--- src/hw/rtl/wbps_pkg.sv ---
// ----------------------------------------------------------------------------
// wbps_pkg
// Shared types and register codes for the wildcard byte pattern search unit.
// ----------------------------------------------------------------------------
`default_nettype none

package wbps_pkg;

	localparam int unsigned IDX_W        = 20;
	localparam int unsigned CFG_DATA_W   = 64;
	localparam int unsigned CFG_IDX_W    = 3;
	localparam int unsigned NUM_PAT_REGS = 6;
	localparam int unsigned PAT_BYTES    = 8 * NUM_PAT_REGS;

	// Register indexes on the configuration port.
	localparam logic [CFG_IDX_W-1:0] REG_PAT_0_7   = 3'd0;
	localparam logic [CFG_IDX_W-1:0] REG_PAT_8_15  = 3'd1;
	localparam logic [CFG_IDX_W-1:0] REG_PAT_16_23 = 3'd2;
	localparam logic [CFG_IDX_W-1:0] REG_PAT_24_31 = 3'd3;
	localparam logic [CFG_IDX_W-1:0] REG_PAT_32_39 = 3'd4;
	localparam logic [CFG_IDX_W-1:0] REG_PAT_40_47 = 3'd5;
	localparam logic [CFG_IDX_W-1:0] REG_LENGTH    = 3'd6;
	localparam logic [CFG_IDX_W-1:0] REG_WILD      = 3'd7;

	typedef struct packed {
		logic             last_byte;
		logic [IDX_W-1:0] byte_index;
		logic [7:0]       data_byte;
	} step_t;

	typedef struct packed {
		logic             found;
		logic [IDX_W-1:0] match_index;
	} result_t;

endpackage

`default_nettype wire

--- src/hw/rtl/wbps_cfg.sv ---
// ----------------------------------------------------------------------------
// wbps_cfg
// Configuration registers and the right-aligned compare pattern derived from
// them, so the per-byte compare sees a fixed lane-to-lane layout.
// ----------------------------------------------------------------------------
`default_nettype none

module wbps_cfg #(
	parameter int unsigned MAX_PATTERN = 48,
	parameter int unsigned LEN_W       = 6
) (
	input  wire logic                                  clk,
	input  wire logic                                  arst_n,
	input  wire logic                                  wr_en,
	input  wire logic [wbps_pkg::CFG_IDX_W-1:0]        wr_index,
	input  wire logic [wbps_pkg::CFG_DATA_W-1:0]       wr_data,
	output logic      [MAX_PATTERN*8-1:0]              aligned,
	output logic      [MAX_PATTERN-1:0]                care,
	output logic      [LEN_W-1:0]                      len
);

	logic [wbps_pkg::NUM_PAT_REGS-1:0][wbps_pkg::CFG_DATA_W-1:0] pat_q;
	logic [5:0]                 len_raw_q;
	logic [7:0]                 wild_q;
	logic [5:0]                 len_clamped;
	logic [LEN_W-1:0]           act_len;
	logic [LEN_W-1:0]           shamt;
	logic [MAX_PATTERN*8-1:0]   rev;
	logic [MAX_PATTERN*8-1:0]   aligned_nx;
	logic [MAX_PATTERN-1:0]     care_nx;
	logic [MAX_PATTERN*8-1:0]   aligned_q;
	logic [MAX_PATTERN-1:0]     care_q;
	logic [LEN_W-1:0]           len_q;

	always_ff @(posedge clk or negedge arst_n) begin
		if (!arst_n) begin
			pat_q     <= '0;
			len_raw_q <= 6'd1;
			wild_q    <= 8'd0;
		end else if (wr_en) begin
			unique case (wr_index)
				wbps_pkg::REG_PAT_0_7:   pat_q[0] <= wr_data;
				wbps_pkg::REG_PAT_8_15:  pat_q[1] <= wr_data;
				wbps_pkg::REG_PAT_16_23: pat_q[2] <= wr_data;
				wbps_pkg::REG_PAT_24_31: pat_q[3] <= wr_data;
				wbps_pkg::REG_PAT_32_39: pat_q[4] <= wr_data;
				wbps_pkg::REG_PAT_40_47: pat_q[5] <= wr_data;
				wbps_pkg::REG_LENGTH:    len_raw_q <= wr_data[5:0];
				wbps_pkg::REG_WILD:      wild_q <= wr_data[7:0];
				default: ;
			endcase
		end
	end

	// A length of zero behaves as one, and anything beyond the window as the
	// full window.
	always_comb begin
		if (len_raw_q == 6'd0) begin
			len_clamped = 6'd1;
		end else if (len_raw_q > 6'(MAX_PATTERN)) begin
			len_clamped = 6'(MAX_PATTERN);
		end else begin
			len_clamped = len_raw_q;
		end
		act_len = LEN_W'(len_clamped);
		shamt   = LEN_W'(MAX_PATTERN) - act_len;
	end

	// Pattern byte j must meet window lane len-1-j. Reversing the pattern and
	// shifting it down by the unused byte count puts it in exactly that place.
	always_comb begin
		for (int b = 0; b < MAX_PATTERN; b++) begin
			rev[8*b +: 8] = pat_q[(MAX_PATTERN-1-b) / 8][8*((MAX_PATTERN-1-b) % 8) +: 8];
		end
		aligned_nx = rev >> {shamt, 3'b000};
		for (int i = 0; i < MAX_PATTERN; i++) begin
			care_nx[i] = (LEN_W'(i) < act_len) && (aligned_nx[8*i +: 8] != wild_q);
		end
	end

	always_ff @(posedge clk or negedge arst_n) begin
		if (!arst_n) begin
			aligned_q <= '0;
			care_q    <= '0;
			len_q     <= LEN_W'(1);
		end else begin
			aligned_q <= aligned_nx;
			care_q    <= care_nx;
			len_q     <= act_len;
		end
	end

	assign aligned = aligned_q;
	assign care    = care_q;
	assign len     = len_q;

endmodule

`default_nettype wire

--- src/hw/rtl/wbps_match.sv ---
// ----------------------------------------------------------------------------
// wbps_match
// Byte window, fill count and search state, with the parallel wildcard
// compare of the window against the aligned pattern.
// ----------------------------------------------------------------------------
`default_nettype none

module wbps_match #(
	parameter int unsigned MAX_PATTERN = 48,
	parameter int unsigned LEN_W       = 6
) (
	input  wire logic                       clk,
	input  wire logic                       arst_n,
	input  wire logic                       step_en,
	input  wire wbps_pkg::step_t            step,
	input  wire logic [MAX_PATTERN*8-1:0]   aligned,
	input  wire logic [MAX_PATTERN-1:0]     care,
	input  wire logic [LEN_W-1:0]           len,
	output logic                            res_valid,
	output wbps_pkg::result_t               res
);

	logic [7:0]       win_q  [MAX_PATTERN];
	logic [7:0]       win_nx [MAX_PATTERN];
	logic [LEN_W-1:0] fill_q;
	logic [LEN_W-1:0] fill_nx;
	logic             done_q;
	logic             lanes_ok;
	logic             hit;

	always_comb begin
		win_nx[0] = step.data_byte;
		for (int i = 1; i < MAX_PATTERN; i++) begin
			win_nx[i] = win_q[i-1];
		end
		if (fill_q < LEN_W'(MAX_PATTERN)) begin
			fill_nx = LEN_W'(fill_q + 1'b1);
		end else begin
			fill_nx = fill_q;
		end
		lanes_ok = 1'b1;
		for (int i = 0; i < MAX_PATTERN; i++) begin
			if (care[i] && (aligned[8*i +: 8] != win_nx[i])) begin
				lanes_ok = 1'b0;
			end
		end
		hit = !done_q && (fill_nx >= len) && lanes_ok;
	end

	always_comb begin
		res_valid       = step_en && !done_q && (hit || step.last_byte);
		res.found       = hit;
		res.match_index = hit ?
			wbps_pkg::IDX_W'(step.byte_index - wbps_pkg::IDX_W'(len) + 1'b1) : '0;
	end

	// Window bytes need no reset: the fill count keeps stale lanes out of play.
	always_ff @(posedge clk) begin
		if (step_en && !done_q) begin
			for (int i = 0; i < MAX_PATTERN; i++) begin
				win_q[i] <= win_nx[i];
			end
		end
	end

	always_ff @(posedge clk or negedge arst_n) begin
		if (!arst_n) begin
			fill_q <= '0;
			done_q <= 1'b0;
		end else if (step_en) begin
			if (step.last_byte) begin
				fill_q <= '0;
				done_q <= 1'b0;
			end else if (!done_q) begin
				fill_q <= fill_nx;
				done_q <= hit;
			end
		end
	end

endmodule

`default_nettype wire

--- src/hw/rtl/wildcard_byte_pattern_search_unit.sv ---
// ----------------------------------------------------------------------------
// wildcard_byte_pattern_search_unit
// Searches a byte stream for a configured pattern with a wild byte value.
// ----------------------------------------------------------------------------
// An input beat is held in the input register, its result in the output register.
// Throughput: one byte per cycle unless the output stalls; input register, one
// compare stage, output register, with the 48-lane compare done combinationally.
// Reset clears valid flags, configuration, fill count and search state, but not
// the window or the data registers. A configuration write is registered, then
// the pattern derived from it is registered, before it takes effect.
`default_nettype none

module wildcard_byte_pattern_search_unit #(
	parameter int unsigned MAX_PATTERN = 48
) (
	input  wire logic        clk,
	input  wire logic        arst_n,
	input  wire logic        s_tvalid,
	output logic             s_tready,
	input  wire logic [31:0] s_tdata,   // data_byte[7:0], byte_index[27:8], zero pad
	input  wire logic        s_tlast,
	output logic             m_tvalid,
	input  wire logic        m_tready,
	output logic [23:0]      m_tdata,   // match_index[19:0], zero pad
	output logic             m_tuser,   // found
	input  wire logic        cfg_valid,
	output logic             cfg_ready,
	input  wire logic [2:0]  cfg_index,
	input  wire logic [63:0] cfg_data
);

	localparam int unsigned LEN_W = $clog2(MAX_PATTERN + 1);

	logic                     valid_s1;
	wbps_pkg::step_t          step_s1;
	logic                     out_free;
	logic                     fire_s1;
	logic [MAX_PATTERN*8-1:0] aligned;
	logic [MAX_PATTERN-1:0]   care;
	logic [LEN_W-1:0]         len;
	logic                     res_valid;
	wbps_pkg::result_t        res;
	logic                     m_valid_q;
	wbps_pkg::result_t        m_res_q;

	assign cfg_ready = 1'b1;
	assign out_free  = !m_valid_q || m_tready;
	assign fire_s1   = valid_s1 && out_free;
	assign s_tready  = !valid_s1 || out_free;

	always_ff @(posedge clk or negedge arst_n) begin
		if (!arst_n) begin
			valid_s1 <= 1'b0;
		end else if (s_tready) begin
			valid_s1 <= s_tvalid;
		end
	end

	always_ff @(posedge clk) begin
		if (s_tready && s_tvalid) begin
			step_s1.data_byte  <= s_tdata[7:0];
			step_s1.byte_index <= s_tdata[27:8];
			step_s1.last_byte  <= s_tlast;
		end
	end

	wbps_cfg #(
		.MAX_PATTERN (MAX_PATTERN),
		.LEN_W       (LEN_W)
	) u_cfg (
		.clk      (clk),
		.arst_n   (arst_n),
		.wr_en    (cfg_valid && cfg_ready),
		.wr_index (cfg_index),
		.wr_data  (cfg_data),
		.aligned  (aligned),
		.care     (care),
		.len      (len)
	);

	wbps_match #(
		.MAX_PATTERN (MAX_PATTERN),
		.LEN_W       (LEN_W)
	) u_match (
		.clk       (clk),
		.arst_n    (arst_n),
		.step_en   (fire_s1),
		.step      (step_s1),
		.aligned   (aligned),
		.care      (care),
		.len       (len),
		.res_valid (res_valid),
		.res       (res)
	);

	always_ff @(posedge clk or negedge arst_n) begin
		if (!arst_n) begin
			m_valid_q <= 1'b0;
		end else if (out_free) begin
			m_valid_q <= fire_s1 && res_valid;
		end
	end

	always_ff @(posedge clk) begin
		if (out_free && fire_s1 && res_valid) begin
			m_res_q <= res;
		end
	end

	assign m_tvalid = m_valid_q;
	assign m_tuser  = m_res_q.found;
	assign m_tdata  = {4'd0, m_res_q.match_index};

	// A beat reporting no match always carries a zero start offset.
	assert property (@(posedge clk) disable iff (!arst_n)
		(m_tvalid && !m_tuser) |-> (m_tdata == 24'd0))
		else $error("not-found beat with non-zero match index");

	// The input side only stalls when both stages are full and the output waits.
	assert property (@(posedge clk) disable iff (!arst_n)
		!s_tready |-> (valid_s1 && m_tvalid && !m_tready))
		else $error("input stalled without a full pipeline");

	// A new result beat is always produced by an item held in the input stage.
	assert property (@(posedge clk) disable iff (!arst_n)
		$rose(m_tvalid) |-> $past(valid_s1))
		else $error("result beat without a stepped item");

endmodule

`default_nettype wire
--- config.mk ---
export PLATFORM = sky130hd
export DESIGN_NAME = wildcard_byte_pattern_search_unit
export DESIGN_NICKNAME = d
export VERILOG_FILES = /design/src/hw/rtl/wbps_pkg.sv /design/src/hw/rtl/wbps_cfg.sv /design/src/hw/rtl/wbps_match.sv /design/src/hw/rtl/wildcard_byte_pattern_search_unit.sv
export SDC_FILE = /design/constraint.sdc
export NUM_CORES = 2
export LEC_CHECK = 0
export BUFFER_PORTS_ARGS = -buffer_cell sky130_fd_sc_hd__buf_2
export CAP_MARGIN = 25
export CORE_MARGIN = 2
export CORE_UTILIZATION = 42
export DETAILED_ROUTE_END_ITERATION = 16
export SLEW_MARGIN = 5
export SYNTH_ARGS = -nofsm -noshare
export SYNTH_HDL_FRONTEND = slang
export SYNTH_SLANG_ARGS = --single-unit
--- constraint.sdc ---
create_clock -name clk -period 21.5 [get_ports clk]
set_input_delay 6.45 -clock clk [delete_from_list [all_inputs] [get_ports clk]]
set_output_delay 6.45 -clock clk [all_outputs]
set_load 0.02 [all_outputs]
Word-level counts from Yosys, hierarchy flattened
Memory sizes are Yosys's and may differ from the RTL's.
Cells that the tools add are included.
Widths: inputs -> output; s select.

storage, ports and cells
  flip-flop bits (word level) = 895
  word-level logic and storage cells = 360
  memory bits (writable) = 384
  output and inout port bits = 28
  memories kept = 1

memory list
  name           words  width  read ports  clocked after memory_dff  write ports  RTL line          source
  u_match.win_q  48     8      47          0                         48           wbps_match.sv:23  logic [7:0] win_q [MAX_PATTERN];

cells by class
  magnitude comparators = 51
  shift-type cells = 1
  reductions and logical operators = 122
  equality and inequality tests = 104
  $add $sub $neg = 4
  multiplexer cells = 57

operator list
  cell                   count
  $ne 8x8->1             96
  $shr 384x9->384        1
  $logic_and 1x1->1      105
  $lt 5x6->1 const A     16
  $lt 6x6->1 const A     16
  $mux 1                 52
  $lt 4x6->1 const A     8
  $mux 6                 5
  $lt 3x6->1 const A     4
  $add 20x1->20 const B  1
  $sub 20x6->20          1
  $reduce_and 2->1       9
  $eq 3x3->1 const B     4
  $lt 1x6->1 const A     2
  $lt 2x6->1 const A     2
  $add 6x1->6 const B    1
  $eq 3x2->1 const B     2
  $ge 6x6->1             1
  $gt 6x6->1 const B     1
  $logic_not 6->1        1
  $lt 6x6->1 const B     1
  $sub 6x6->6 const A    1
  $eq 3x1->1 const B     1
  $logic_not 1->1        3
  3 further kinds        5

Longest topological paths before layout
  depth in word-level cells = 54
  gate-level depth with buffers = 26
  mapped depth without buffers = 16

By module
Synthesis repeated with hierarchy kept, for this count alone.

second synthesis, totals
  cells, all modules = 8,119
  area, all modules = 83,387.5 µm²

by module, submodules not included
  module                             instances  area each (µm²)  cells an instance
  wbps_cfg                           1          64,446.8         6,917
  wbps_match                         1          17,285.3         1,135
  wildcard_byte_pattern_search_unit  1          1,655.3          67

Least setup slack after synthesis
OpenSTA, ideal clock, no wires.

  path type = input to register
  start = in m_tready
  end = reg u_match.fill_q[5]
  library setup time = 134 ps
  setup slack = -1,961 ps
  path buffers = 0
  stages on the path = 5
  data arrival time = 23,328 ps
  cell sequence = nand2b_1 > nand2_1 > nor2_1 > o21ai_0 > a21oi_1

between the ends
  longest elaborated chain between the ends = 3

ends and longest elaborated chain
  what                        RTL line                                 source
  from (decl)                 wildcard_byte_pattern_search_unit.sv:23  input wire logic m_tready,
  $logic_or 1x1->1            wildcard_byte_pattern_search_unit.sv:47  assign out_free = !m_valid_q || m_tready;
  $logic_and 1x1->1           wildcard_byte_pattern_search_unit.sv:48  assign fire_s1 = valid_s1 && out_free;
  $reduce_and 2->1 (no line)  n/a
  to (signal assigned)        wbps_match.sv:75                         fill_q <= fill_nx;
  to (decl)                   wbps_match.sv:25                         logic [LEN_W-1:0] fill_q;

No other way between the ends.
A chain may end at the register's enable or synchronous reset.

Worst setup path after layout
  start = in m_tready
  end = out s_tready

between the ends
  longest elaborated chain between the ends = 2

ends and longest elaborated chain
  what              RTL line                                 source
  $logic_or 1x1->1  wildcard_byte_pattern_search_unit.sv:47
  $logic_or 1x1->1  wildcard_byte_pattern_search_unit.sv:49  assign s_tready = !valid_s1 || out_free;
  to (decl)         wildcard_byte_pattern_search_unit.sv:19  output logic s_tready,

No other way between the ends.

==> impl_metrics.yaml <==
status:
  outcome: "complete, but fails checks"
  violations: "slew limit"
finish:
  fin_area_mm2: 0.09176
  final_nets: 7646
  fillers: 17770
  layout-drive-gt1-share: 0.2295
  syn_to_final_growth_pct: 11.67
  final_common_cell: "dfrtp_1"
  most-common-layout-cells: "833 x dfrtp_1, 600 x nand2_1, 585 x xnor2_1, 533 x mux2i_1, 479 x nor2_1"
worst_setup_path:
  r2r_start: "u_cfg.len_raw_q[3]$_DFFE_PN0P_"
  r2r-end: "u_cfg.care[8]$_DFF_PN0_"
  startpoint_type: "primary input"
  path_cells: "buf_2 > nand3b_1 > buf_2"
  cp.required_ns: 15.05
  path_class: "primary input to primary output"
  crit_top_cell: "buf_2"
  crit_family: "buffers and inverters"
  slowest_stage: "buf_2"
  critPathMaxStageDelay_ns: 0.19
  reg2regPathDepth: 18
  r2r_setup_slack_ns: 12.35
  cp-end-kind: "primary output"
  cp_max_fo: 3
  worst-path-buf-inv: 2
  cp_data_arrival_time_ns: 6.92
drt:
  wl_um: 492600
  vias_per_cell: 7.383
  wl_per_cell_um: 48.22
  ant_nets: 0
  first_pass_iters: 8
  vias: 75430
  drc: 0
  drt_iter0_markers: 13510
clock_tree:
  cts_tree: "done"
  clk_latency_ns: 0.89
  cts_hold_buf: 0
  cts.sinks: 1271
  clk_path_buf_depth: 3
  cts_max_level: 4
  cts_inserted_buffers: 144
  cts-root-buf: "clkbuf_16"
  post_cts_resized: 0
  cts_setup_buffers: 0
  clk_pin_slew_worst_paths_ns: 0.06
yosys:
  synthXorXnorAreaFrac: 0.06340
  synth-main-ff-cell: "dfrtp_1"
  synth_edf_count: 426
  ys_ff_latch: 1271
  avgSynthCellArea_um2: 10.93
  yosysWarnings: 0
  synthSimpleGateAreaFrac: 0.09527
  syn_inst: 7517
  ys_seq_area_frac: 0.4130
  synth_area_mm2: 0.08217
  synth.area.mux_share: 0.2374
  synth_top_family_by_area: "multiplexers"
  synthArstFlopShare: 0.6648
  synth_fa_ha_area_frac: 0.005268
  synth_compound_area_frac: 0.1421
  ys_types: 113
die:
  rows: 162
  initial_core_util: 0.4223
  die_h_um: 446.3
  coreArea_mm2: 0.1946
  io-pin-count: 133
  fp.dieArea_mm2: 0.1992
  die_w_um: 446.3
hold_path:
  min_to: "u_match.win_q[0][18]$_DFFE_PP_"
  hp-class: "flop to flop"
  whs_path_depth: 0
  min-delay-start: "u_match.win_q[0][10]$_DFFE_PP_"
placement:
  hpwl_um: 372400
  port_buffers: 123
  gp_congestion: 1.139
  postPlaceCellArea_mm2: 0.08617
timing:
  rsz0062_at_grt: "false"
  finalCriticalPeriod_ns: 13.37
  worst_pin_slew_ns: 1.525
  final_max_slew_viol_count: 3
  setup-violations-final: 0
  post-route-period-util: 0.6221
  clock_skew_ns: 0.05493
  hold_viol: 0
  setup_tns_ns: 0
  slew_headroom: -0.01663
  fmax_ghz: 0.07477
global_routing:
  grt_pass1_vias: 68600
  grt_max_degree: 153
  antenna_found_initial: 61
  grt_pass1_wl_um: 647300
  track_usage: 0.4859
  grt_overflow: 0
run:
  maxCapViolCount: 0
-- worst max-delay path by stage --
stage	cells past startpoint	endpoint	startpoint
floorplan	5	u_match.fill_q[5]$_DFFE_PN0P_	m_tready
global placement	3	s_tready	m_tready
detailed placement	3	s_tready	m_tready
CTS	3	s_tready	m_tready
global route	3	s_tready	m_tready
finish	3	s_tready	m_tready
-- per-layer routing --
metal	wire (µm)	up-vias	global-route usage
li1	-	28640	-
met1	190100	38740	0.6349
met2	190100	6496	0.6338
met3	65450	1525	0.1906
met4	46790	24	0.3818
met5	181	-	0.001709
-- worst reg2reg max path: cells and delay by family (launching register included) --
kind	cells	cell delay [ns]
simple gates	4	1.15
buf+inv	7	3.86
flops	1	0.35
compound gates	4	1.60
mux	2	1.29
fa+ha+maj	1	0.79
-- flip-flops by register name (all words and copies together), names as in the netlist, 8 cells and up --
signal and count:
m_tdata 20, step_s1 29, u_cfg.aligned 384, u_cfg.care 48
u_cfg.pat_q 384, u_cfg.wild_q 8, u_match.win_q 376
-- cell type report --
type / instances / area [µm²] / share of cell area
inverter: 94 / 364.1 / 0.003968
clock inverter: 72 / 1116 / 0.01216
tap: 2542 / 3181 / 0.03466
antenna: 46 / 115.1 / 0.001254
multi-input combinational: 5500 / 45220 / 0.4928
clock buffer: 195 / 4056 / 0.04421
sequential: 1271 / 33970 / 0.3702
timing repair buffer: 496 / 3741 / 0.04077
-- per-stage QoR --
stage          cells  utilization  hold slack, ns  setup slack, ns
2_1_floorplan   7520            -          0.4489            4.462
3_3_place_gp    9852       0.4417          0.4549            8.133
3_5_place_dp    9875       0.4429          0.4583            8.142
4_1_cts        10140       0.4694          0.4407            8.135
5_1_grt        10170       0.4710          0.4515            8.109
6_report       10220       0.4716          0.4399            8.125
-- kinds of logic (layout without fill, tap and decap cells) --
logic type      after synthesis  in the layout
buf+inv                     749            857
xor+xnor                    594            594
mux                        1419           1419
other cells                   2             51
compound gates             1717           1717
flops                      1271           1271
simple gates               1731           1731
fa+ha+maj                    34             34
-- Yosys cell counts, drive strengths merged (13+ instances only) --
cell type,count,area (µm²)
a32oi,25,219.0
a2111oi,14,128.9
ha,33,412.9
a221oi,56,509.2
nor2,510,1924
nor3,115,580.6
o221ai,29,260.3
nor4,42,262.8
o211ai,51,387.9
a221o,13,130.1
and2,51,319.1
clkbuf,345,1295
a21boi,13,101.4
o2111ai,50,444.2
a31oi,105,656.9
nand2b,23,143.9
edfxtp,426,12790
a222oi,13,130.1
xnor2,587,5149
mux4,375,8446
dfrtp,843,21100
mux2i,563,5643
a22oi,152,1146
o22a,13,113.9
nand2,605,2273
o31ai,25,206.5
a21oi,359,1823
o21a,24,181.4
inv,91,341.6
a21o,26,195.2
a2bb2oi,22,192.7
a41oi,24,210.2
o21ai,307,1551
nand3,129,645.6
buf,310,1921
a22o,38,332.8
nand4,148,932.1
mux2,481,5420
o22ai,160,1001
a211oi,47,372.9
o32ai,43,376.6
and3,39,244.0
o32a,15,150.1
Power is left out: the tool's default activity adds up to more than one toggle a clock period on the data nets, which glitch-free logic cannot reach.
